File: config.mk
export PLATFORM = sky130hd
export DESIGN_NAME = metal_detect_drop_hysteresis
export DESIGN_NICKNAME = d
export VERILOG_FILES = /design/src/sv/mdh_pkg.sv /design/src/sv/metal_detect_drop_hysteresis.sv /design/src/sv/mdh_ring.sv /design/src/sv/mdh_div.sv
export SDC_FILE = /design/constraint.sdc
export NUM_CORES = 1
export LEC_CHECK = 0
export BUFFER_PORTS_ARGS = -buffer_cell sky130_fd_sc_hd__buf_2
export CORE_UTILIZATION = 55
export CTS_CLUSTER_DIAMETER = 50
export DETAILED_ROUTE_END_ITERATION = 8
export PLACE_DENSITY = 0.72
export SYNTH_ARGS = -nofsm -noshare
export SYNTH_HDL_FRONTEND = slang
export SYNTH_HIERARCHICAL = 1
export SYNTH_SLANG_ARGS = --single-unit
File: constraint.sdc
create_clock -name clk -period 9.4 [get_ports clk]
set_input_delay 1.41 -clock clk [delete_from_list [all_inputs] [get_ports clk]]
set_output_delay 1.41 -clock clk [all_outputs]
set_load 0.01 [all_outputs]
File: src/sv/mdh_pkg.sv
// Shared types and constants for the metal detect drop hysteresis block.
package mdh_pkg;

    localparam int unsigned SAMPLE_W   = 12;
    localparam int unsigned DROP_W     = 13;
    localparam int unsigned TIME_W     = 32;
    localparam int unsigned HOLD_W     = 16;
    localparam int unsigned CONF_W     = 7;
    localparam int unsigned PROD_W     = SAMPLE_W + CONF_W;
    localparam int unsigned CFG_IDX_W  = 2;
    localparam int unsigned CFG_DATA_W = 16;

    localparam logic [CONF_W-1:0]   CONF_SCALE = 7'd100;
    localparam logic [CONF_W-1:0]   CONF_MAX   = 7'd100;
    localparam int unsigned         CONF_RAMP  = 3;
    localparam int unsigned         MIN_HELD   = 2;

    // floor(x / 3) as (x * 171) >> 9, exact for x below 256
    localparam logic [7:0]          RAMP_RECIP = 8'd171;
    localparam int unsigned         RAMP_SHIFT = 9;

    localparam logic [SAMPLE_W-1:0] BASE_RESET = 12'd0;
    localparam logic [SAMPLE_W-1:0] THR_RESET  = 12'd100;
    localparam logic [HOLD_W-1:0]   HOLD_RESET = 16'd500;

    typedef enum logic [CFG_IDX_W-1:0] {
        REG_BASELINE  = 2'd0,
        REG_THRESHOLD = 2'd1,
        REG_HOLD      = 2'd2
    } cfg_reg_t;

    typedef struct packed {
        logic busy;
        logic done;
    } div_stat_t;

endpackage

File: src/sv/metal_detect_drop_hysteresis.sv
// Top level of the moving-average drop detector with hold time.
//
// Each accepted transaction writes the sample into the history ring, sums the
// n held samples one entry per cycle, and runs the average and, when the drop
// magnitude exceeds a nonzero threshold, the confidence division on one shared
// bit-serial divider of 19 steps. The ramp scaling for fewer than three held
// samples is a reciprocal multiply. in_stall is high after an accepted
// transaction until its result is loaded into the output register, also while
// the finished result waits on a stalled output. The result sits in an output
// register, so the next sample may be taken while the previous result is still
// stalled. Configuration writes are taken in any cycle and must only be issued
// while the block is idle.
module metal_detect_drop_hysteresis
    import mdh_pkg::*;
#(
    parameter int unsigned HISTORY_DEPTH = 8
)
(
    input  logic                        clk,
    input  logic                        rst_n,
    input  logic                        in_valid,
    output logic                        in_stall,
    input  logic [SAMPLE_W-1:0]         sample,
    input  logic [TIME_W-1:0]           time_ms,
    output logic                        out_valid,
    input  logic                        out_stall,
    output logic                        detected,
    output logic signed [DROP_W-1:0]    reported_drop,
    output logic [SAMPLE_W-1:0]         average,
    output logic [CONF_W-1:0]           confidence,
    input  logic                        cfg_valid,
    output logic                        cfg_ready,
    input  logic [CFG_IDX_W-1:0]        cfg_index,
    input  logic [CFG_DATA_W-1:0]       cfg_data
);

    localparam int unsigned POS_W   = $clog2(HISTORY_DEPTH);
    localparam int unsigned CNT_W   = $clog2(HISTORY_DEPTH + 1);
    localparam int unsigned SUM_W   = SAMPLE_W + $clog2(HISTORY_DEPTH);
    localparam int unsigned DIV_N_W = (SUM_W > PROD_W) ? SUM_W : PROD_W;
    localparam int unsigned DIV_D_W = (CNT_W > SAMPLE_W) ? CNT_W : SAMPLE_W;
    localparam int unsigned RAMP_W  = CONF_W + 2 + $bits(RAMP_RECIP);

    typedef enum logic [8:0] {
        S_IDLE      = 9'b000000001,
        S_WRITE     = 9'b000000010,
        S_SUM       = 9'b000000100,
        S_DIV_AVG   = 9'b000001000,
        S_DECIDE    = 9'b000010000,
        S_CONF      = 9'b000100000,
        S_DIV_CONF  = 9'b001000000,
        S_SCALE     = 9'b010000000,
        S_FINISH    = 9'b100000000
    } state_t;

    state_t state_reg, state_next;

    logic [SAMPLE_W-1:0] base_reg, thr_reg;
    logic [HOLD_W-1:0]   hold_reg;

    logic [POS_W-1:0]    pos_reg, pos_next;
    logic [CNT_W-1:0]    cnt_reg, cnt_next;
    logic                active_reg, active_next;
    logic [TIME_W-1:0]   start_reg, start_next;

    logic [SAMPLE_W-1:0] sample_reg, sample_next;
    logic [TIME_W-1:0]   time_reg, time_next;
    logic [CNT_W-1:0]    rd_idx_reg, rd_idx_next;
    logic                rd_vld_reg, rd_vld_next;
    logic [SUM_W-1:0]    acc_reg, acc_next;
    logic [SAMPLE_W-1:0] avg_reg, avg_next;
    logic signed [DROP_W-1:0] rep_reg, rep_next;
    logic [SAMPLE_W-1:0] mag_reg, mag_next;
    logic [CONF_W-1:0]   conf_reg, conf_next;

    logic                     out_valid_reg, out_valid_next;
    logic                     det_out_reg;
    logic signed [DROP_W-1:0] drop_out_reg;
    logic [SAMPLE_W-1:0]      avg_out_reg;
    logic [CONF_W-1:0]        conf_out_reg;
    logic                     out_load;

    logic                ring_wr_en, ring_rd_en;
    logic [SAMPLE_W-1:0] ring_rd_data;

    logic                div_start;
    logic [DIV_N_W-1:0]  div_dividend;
    logic [DIV_D_W-1:0]  div_divisor;
    logic [DIV_N_W-1:0]  div_quo;
    div_stat_t           div_stat;

    logic signed [DROP_W-1:0] raw_drop, filt_drop, rep_drop, thr_s;
    logic                     want;
    logic [TIME_W-1:0]        elapsed;
    logic [SAMPLE_W-1:0]      conf_diff;
    logic [PROD_W-1:0]        conf_prod;
    logic [CONF_W+1:0]        ramp_prod;
    logic [RAMP_W-1:0]        ramp_scaled;
    logic                     accept;

    assign accept    = in_valid && !in_stall;
    assign in_stall  = (state_reg != S_IDLE);
    assign cfg_ready = 1'b1;

    // configuration registers
    always_ff @(posedge clk or negedge rst_n)
    begin
        if (!rst_n)
        begin
            base_reg <= BASE_RESET;
            thr_reg  <= THR_RESET;
            hold_reg <= HOLD_RESET;
        end
        else if (cfg_valid && cfg_ready)
        begin
            case (cfg_index)
                REG_BASELINE:  base_reg <= cfg_data[SAMPLE_W-1:0];
                REG_THRESHOLD: thr_reg  <= cfg_data[SAMPLE_W-1:0];
                REG_HOLD:      hold_reg <= cfg_data[HOLD_W-1:0];
                default:       ;
            endcase
        end
    end

    mdh_ring #(
        .DEPTH (HISTORY_DEPTH),
        .POS_W (POS_W)
    ) u_ring (
        .clk     (clk),
        .wr_en   (ring_wr_en),
        .wr_addr (pos_reg),
        .wr_data (sample_reg),
        .rd_en   (ring_rd_en),
        .rd_addr (rd_idx_reg[POS_W-1:0]),
        .rd_data (ring_rd_data)
    );

    mdh_div #(
        .N_W (DIV_N_W),
        .D_W (DIV_D_W)
    ) u_div (
        .clk      (clk),
        .rst_n    (rst_n),
        .start    (div_start),
        .dividend (div_dividend),
        .divisor  (div_divisor),
        .stat     (div_stat),
        .quotient (div_quo)
    );

    assign raw_drop  = $signed({1'b0, base_reg}) - $signed({1'b0, sample_reg});
    assign filt_drop = $signed({1'b0, base_reg}) - $signed({1'b0, avg_reg});
    assign thr_s     = $signed({1'b0, thr_reg});
    assign want      = (raw_drop >= thr_s) && (cnt_reg >= CNT_W'(MIN_HELD));
    assign elapsed   = time_reg - start_reg;
    assign conf_diff = mag_reg - thr_reg;
    assign conf_prod = PROD_W'(conf_diff) * PROD_W'(CONF_SCALE);
    assign ramp_prod = (CONF_W + 2)'(conf_reg) * (CONF_W + 2)'(cnt_reg[1:0]);
    assign ramp_scaled = RAMP_W'(ramp_prod) * RAMP_W'(RAMP_RECIP);

    always_comb
    begin
        if (want && !active_reg)
        begin
            active_next = 1'b1;
            start_next  = time_reg;
        end
        else if (!want && active_reg && (elapsed > TIME_W'(hold_reg)))
        begin
            active_next = 1'b0;
            start_next  = start_reg;
        end
        else
        begin
            active_next = active_reg;
            start_next  = start_reg;
        end
        rep_drop = (!active_next && (filt_drop > raw_drop)) ? filt_drop : raw_drop;
    end

    always_comb
    begin
        case (state_reg)
            S_SUM:
            begin
                div_dividend = DIV_N_W'(acc_reg);
                div_divisor  = DIV_D_W'(cnt_reg);
            end
            default:
            begin
                div_dividend = DIV_N_W'(conf_prod);
                div_divisor  = DIV_D_W'(thr_reg);
            end
        endcase
    end

    always_comb
    begin
        state_next  = state_reg;
        pos_next    = pos_reg;
        cnt_next    = cnt_reg;
        sample_next = sample_reg;
        time_next   = time_reg;
        rd_idx_next = rd_idx_reg;
        rd_vld_next = 1'b0;
        acc_next    = acc_reg;
        avg_next    = avg_reg;
        rep_next    = rep_reg;
        mag_next    = mag_reg;
        conf_next   = conf_reg;
        ring_wr_en  = 1'b0;
        ring_rd_en  = 1'b0;
        div_start   = 1'b0;
        out_load    = 1'b0;
        case (state_reg)
            S_IDLE:
            begin
                if (accept)
                begin
                    sample_next = sample;
                    time_next   = time_ms;
                    state_next  = S_WRITE;
                end
            end
            S_WRITE:
            begin
                ring_wr_en  = 1'b1;
                pos_next    = (pos_reg == POS_W'(HISTORY_DEPTH - 1)) ? '0 : pos_reg + 1'b1;
                if (cnt_reg < CNT_W'(HISTORY_DEPTH))
                begin
                    cnt_next = cnt_reg + 1'b1;
                end
                rd_idx_next = '0;
                acc_next    = '0;
                state_next  = S_SUM;
            end
            S_SUM:
            begin
                if (rd_idx_reg < cnt_reg)
                begin
                    ring_rd_en  = 1'b1;
                    rd_vld_next = 1'b1;
                    rd_idx_next = rd_idx_reg + 1'b1;
                end
                if (rd_vld_reg)
                begin
                    acc_next = acc_reg + SUM_W'(ring_rd_data);
                end
                if ((rd_idx_reg == cnt_reg) && !rd_vld_reg)
                begin
                    div_start  = 1'b1;
                    state_next = S_DIV_AVG;
                end
            end
            S_DIV_AVG:
            begin
                if (div_stat.done)
                begin
                    avg_next   = div_quo[SAMPLE_W-1:0];
                    state_next = S_DECIDE;
                end
            end
            S_DECIDE:
            begin
                rep_next   = rep_drop;
                mag_next   = rep_drop[DROP_W-1] ? SAMPLE_W'(-rep_drop)
                                                : SAMPLE_W'(rep_drop);
                state_next = S_CONF;
            end
            S_CONF:
            begin
                if (thr_reg == '0)
                begin
                    conf_next  = (mag_reg != '0) ? CONF_MAX : '0;
                    state_next = S_SCALE;
                end
                else if (mag_reg <= thr_reg)
                begin
                    conf_next  = '0;
                    state_next = S_SCALE;
                end
                else
                begin
                    div_start  = 1'b1;
                    state_next = S_DIV_CONF;
                end
            end
            S_DIV_CONF:
            begin
                if (div_stat.done)
                begin
                    conf_next  = (div_quo > DIV_N_W'(CONF_MAX)) ? CONF_MAX
                                                                : div_quo[CONF_W-1:0];
                    state_next = S_SCALE;
                end
            end
            S_SCALE:
            begin
                if (cnt_reg < CNT_W'(CONF_RAMP))
                begin
                    conf_next = ramp_scaled[RAMP_SHIFT +: CONF_W];
                end
                state_next = S_FINISH;
            end
            S_FINISH:
            begin
                if (!out_valid_reg || !out_stall)
                begin
                    out_load   = 1'b1;
                    state_next = S_IDLE;
                end
            end
            default:
            begin
                state_next = S_IDLE;
            end
        endcase
    end

    always_comb
    begin
        out_valid_next = out_valid_reg;
        if (out_load)
        begin
            out_valid_next = 1'b1;
        end
        else if (out_valid_reg && !out_stall)
        begin
            out_valid_next = 1'b0;
        end
    end

    always_ff @(posedge clk or negedge rst_n)
    begin
        if (!rst_n)
        begin
            state_reg     <= S_IDLE;
            pos_reg       <= '0;
            cnt_reg       <= '0;
            active_reg    <= 1'b0;
            start_reg     <= '0;
            rd_vld_reg    <= 1'b0;
            out_valid_reg <= 1'b0;
        end
        else
        begin
            state_reg     <= state_next;
            pos_reg       <= pos_next;
            cnt_reg       <= cnt_next;
            rd_vld_reg    <= rd_vld_next;
            out_valid_reg <= out_valid_next;
            if (state_reg == S_DECIDE)
            begin
                active_reg <= active_next;
                start_reg  <= start_next;
            end
        end
    end

    always_ff @(posedge clk)
    begin
        sample_reg <= sample_next;
        time_reg   <= time_next;
        rd_idx_reg <= rd_idx_next;
        acc_reg    <= acc_next;
        avg_reg    <= avg_next;
        rep_reg    <= rep_next;
        mag_reg    <= mag_next;
        conf_reg   <= conf_next;
        if (out_load)
        begin
            det_out_reg  <= active_reg;
            drop_out_reg <= rep_reg;
            avg_out_reg  <= avg_reg;
            conf_out_reg <= conf_reg;
        end
    end

    assign out_valid     = out_valid_reg;
    assign detected      = det_out_reg;
    assign reported_drop = drop_out_reg;
    assign average       = avg_out_reg;
    assign confidence    = conf_out_reg;

    a_conf_range: assert property (@(posedge clk) disable iff (!rst_n)
        out_valid |-> (confidence <= CONF_MAX))
        else $error("confidence above full scale");

    a_cnt_bound: assert property (@(posedge clk) disable iff (!rst_n)
        cnt_reg <= CNT_W'(HISTORY_DEPTH))
        else $error("held sample count beyond history depth");

    a_div_done_wait: assert property (@(posedge clk) disable iff (!rst_n)
        div_stat.done |-> (state_reg == S_DIV_AVG || state_reg == S_DIV_CONF))
        else $error("divider finished outside a wait state");

    a_accept_write: assert property (@(posedge clk) disable iff (!rst_n)
        accept |=> (state_reg == S_WRITE))
        else $error("accepted transaction did not start the ring write");

endmodule

File: src/sv/mdh_ring.sv
// Sample history memory: one write port, one registered read port.
module mdh_ring
    import mdh_pkg::*;
#(
    parameter int unsigned DEPTH = 8,
    parameter int unsigned POS_W = 3
)
(
    input  logic                clk,
    input  logic                wr_en,
    input  logic [POS_W-1:0]    wr_addr,
    input  logic [SAMPLE_W-1:0] wr_data,
    input  logic                rd_en,
    input  logic [POS_W-1:0]    rd_addr,
    output logic [SAMPLE_W-1:0] rd_data
);

    logic [SAMPLE_W-1:0] mem [DEPTH];
    logic [SAMPLE_W-1:0] rd_data_reg;

    always_ff @(posedge clk)
    begin
        if (wr_en)
        begin
            mem[wr_addr] <= wr_data;
        end
    end

    always_ff @(posedge clk)
    begin
        if (rd_en)
        begin
            rd_data_reg <= mem[rd_addr];
        end
    end

    assign rd_data = rd_data_reg;

endmodule

File: src/sv/mdh_div.sv
// Shared restoring divider, one quotient bit per cycle.
module mdh_div
    import mdh_pkg::*;
#(
    parameter int unsigned N_W = 19,
    parameter int unsigned D_W = 12
)
(
    input  logic           clk,
    input  logic           rst_n,
    input  logic           start,
    input  logic [N_W-1:0] dividend,
    input  logic [D_W-1:0] divisor,
    output div_stat_t      stat,
    output logic [N_W-1:0] quotient
);

    localparam int unsigned STEP_W = $clog2(N_W + 1);

    logic              busy_reg, busy_next;
    logic              done_reg, done_next;
    logic [STEP_W-1:0] step_reg, step_next;
    logic [D_W-1:0]    rem_reg, rem_next;
    logic [N_W-1:0]    quo_reg, quo_next;
    logic [D_W-1:0]    dvs_reg, dvs_next;
    logic [D_W:0]      trial;
    logic [D_W:0]      diff;
    logic              ge;

    assign trial = {rem_reg, quo_reg[N_W-1]};
    assign ge    = trial >= {1'b0, dvs_reg};
    assign diff  = trial - {1'b0, dvs_reg};

    always_comb
    begin
        busy_next = busy_reg;
        done_next = 1'b0;
        step_next = step_reg;
        rem_next  = rem_reg;
        quo_next  = quo_reg;
        dvs_next  = dvs_reg;
        if (start)
        begin
            busy_next = 1'b1;
            step_next = STEP_W'(N_W);
            rem_next  = '0;
            quo_next  = dividend;
            dvs_next  = divisor;
        end
        else if (busy_reg)
        begin
            rem_next  = ge ? diff[D_W-1:0] : trial[D_W-1:0];
            quo_next  = {quo_reg[N_W-2:0], ge};
            step_next = step_reg - 1'b1;
            if (step_reg == STEP_W'(1))
            begin
                busy_next = 1'b0;
                done_next = 1'b1;
            end
        end
    end

    always_ff @(posedge clk or negedge rst_n)
    begin
        if (!rst_n)
        begin
            busy_reg <= 1'b0;
            done_reg <= 1'b0;
            step_reg <= '0;
        end
        else
        begin
            busy_reg <= busy_next;
            done_reg <= done_next;
            step_reg <= step_next;
        end
    end

    always_ff @(posedge clk)
    begin
        rem_reg <= rem_next;
        quo_reg <= quo_next;
        dvs_reg <= dvs_next;
    end

    assign stat.busy = busy_reg;
    assign stat.done = done_reg;
    assign quotient  = quo_reg;

endmodule
==> metrics.md <==
| Metric | Value |
|---|---|
| Worst-path clk slew | 60 ps |
| Routability cong. | 0.941 |
| Iteration-0 DRC Markers | 1071 |
| Initial antenna violation count | 1 |
| First-pass GRT wire length | 86200 µm |
| WHS | 416 ps |
| Post-CTS Resized | 0 |
| WL final | 53600 µm |
| CP peak stage delay | 600 ps |
| Grt met3 use | 0.0320 |
| TritonCTS Buffers | 46 |
| Via count | 16.3k |
| Wire length per cell | 19.3 µm |
| Pin count of the biggest net entering global routing | 65 |
| Delay-heaviest family, CP | compound AO/OA/AOI/OAI gates |
| Max_slew headroom | 0.0974 |
| # Max-Cap Violations | 0 |
| WS Path Type | reg2reg |
| Max reg flops | 96 |
| Clock latency on the worst-skew pair | 580 ps |
| Worst-path maximum fanout | 36 |
| Rows | 75 |
| DIE AREA | 43800 µm² |
| Layout area overhead | 11.1% |
| Worst slew pin tran | 1350 ps |
| Via density per instance | 5.85 |
| Setup Buffers After CTS | 0 |
| Remaining global-route overflow | 0 |
| Setup TNS | 0 ps |
| Crit-path most repeated cell | ha_1 |
| Hpwl dp | 40300 µm |
| Core Footprint | 42100 µm² |
| Post-synthesis cell count | 2093 |
| Worst Path Buf+Inv | 2 |
| Dpl cells | 2696 |
| Sink Count | 388 |
| DIE WIDTH | 209 µm |
| CTS tree | built |
| Hold Vio Cnt, Final | 0 |
| Proportion of layout cells with a drive suffix above 1 | 0.151 |
| Area after DPL | 24700 µm² |
| Unrepaired setup endpoints after global routing | false |
| Post-Syn Nets | 2417 |
| Fin cells | 2781 |
| YS warnings | 6 |
| Tcrit/Tclk final | 0.689 |
| Final Critical Period | 6470 ps |
| IO Port Bufs | 101 |
| # DRC | 0 |
| Req. time, crit path | 9700 ps |
| GR Util All Layers | 0.253 |
| Drt first pass iters | 6 |
| CP Cell Sequence | ha_1 > fa_1 > nand2b_1 > a21oi_1 > nor3_1 > o31ai_1 > xor2_1 > ha_1 > nand4_1 > or4_1 > o31a_1 > a2111oi_0 > nand4_1 > o21ba_1 > buf_4 > mux2_4 > inv_1 > ha_1 > nand2_1 > o41ai_1 > xnor2_1 > nor2_1 > a21oi_1 |
| CP arrival | 6770 ps |
| DIE HEIGHT | 209 µm |
| Syn avg cell area | 11.3 µm² |
| Hold Path Class | reg2reg |
| Setup violators final | 0 |
| ANT cells | 0 |
| Fmax | 0.154 GHz |
| Status | finished clean |
| # hold bufs at CTS | 0 |
| Slew Limit Fails | 0 |
| Met2 Use GR | 0.418 |
| Element type at the critical path end | register |
| CTS max path bufs | 3 |
| CTS H-tree depth | 2 |
| Ports | 103 |
| Antenna-violating nets left | 0 |
| Initial core utilization | 0.561 |
| GRT Max-Usage Layer | met2 |
| M1 GR Usage | 0.341 |
| Post-Syn Area | 23600 µm² |
| Design area | 26200 µm² |
| Vias in the first global route | 16.1k |
| Crit-path slowest cell | or4_1 |
| Layout Skew | 23.0 ps |
| Startpoint Class | register |
| Root Driver | clkbuf_16 |
| Fin nets | 2529 |
per-layer routing:
metal | vias up | wire [µm]
met2 | 449 | 25500
li1 | 7804 | -
met5 | - | 0
met3 | 91 | 2670
met4 | 0 | 1710
met1 | 7926 | 23700
layout make-up:
type	count	area (µm²)
clock buffers	68	1310
clock inverters	17	185
fillers	3315	15900
inverters	219	822
multi-input cells	1426	11500
flip-flops and latches	388	11100
well taps	539	674
repair buffers	124	681
worst paths after layout:
kind                                    end         start  cells after the start  slack, ps
max                              mag_reg[6]  start_reg[0]                     23       2930
min                        reported_drop[3]    rep_reg[3]                      0        420
max reg2reg                      mag_reg[6]  start_reg[0]                     23       2930
min reg2reg                reported_drop[3]    rep_reg[3]                      0        420
max in group asynchronous      state_reg[6]         rst_n                      2       7370
min in group asynchronous     start_reg[20]         rst_n                      1        790
stage by stage:
step                      setup WS (ps)   util
after floorplan                    3980      -
after global placement             3270  0.587
after detailed placement           3030  0.587
after CTS                          2960  0.623
after global routing               2520  0.623
final                              2930  0.623
layout by cell type (no fill, tap or decap), types with 21 or more instances in the layout:
cell       count
o21bai_1      22
nor2_1       156
o21ai_0       74
nand2b_1      34
xor2_1        35
and2_1        21
clkbuf_16     48
buf_4         24
mux2_2       104
xnor2_1       83
nor4_1        23
nand2_1      138
a21o_1        28
ha_1         229
dfrtp_1       88
nand3_1       27
edfxtp_1     278
a21oi_1      106
nor3_1        48
mux4_1        21
buf_2        100
fa_1          28
inv_1        219
Power is not shown: default switching activity piles up to over one toggle a cycle in this logic, so the estimate is an artifact.
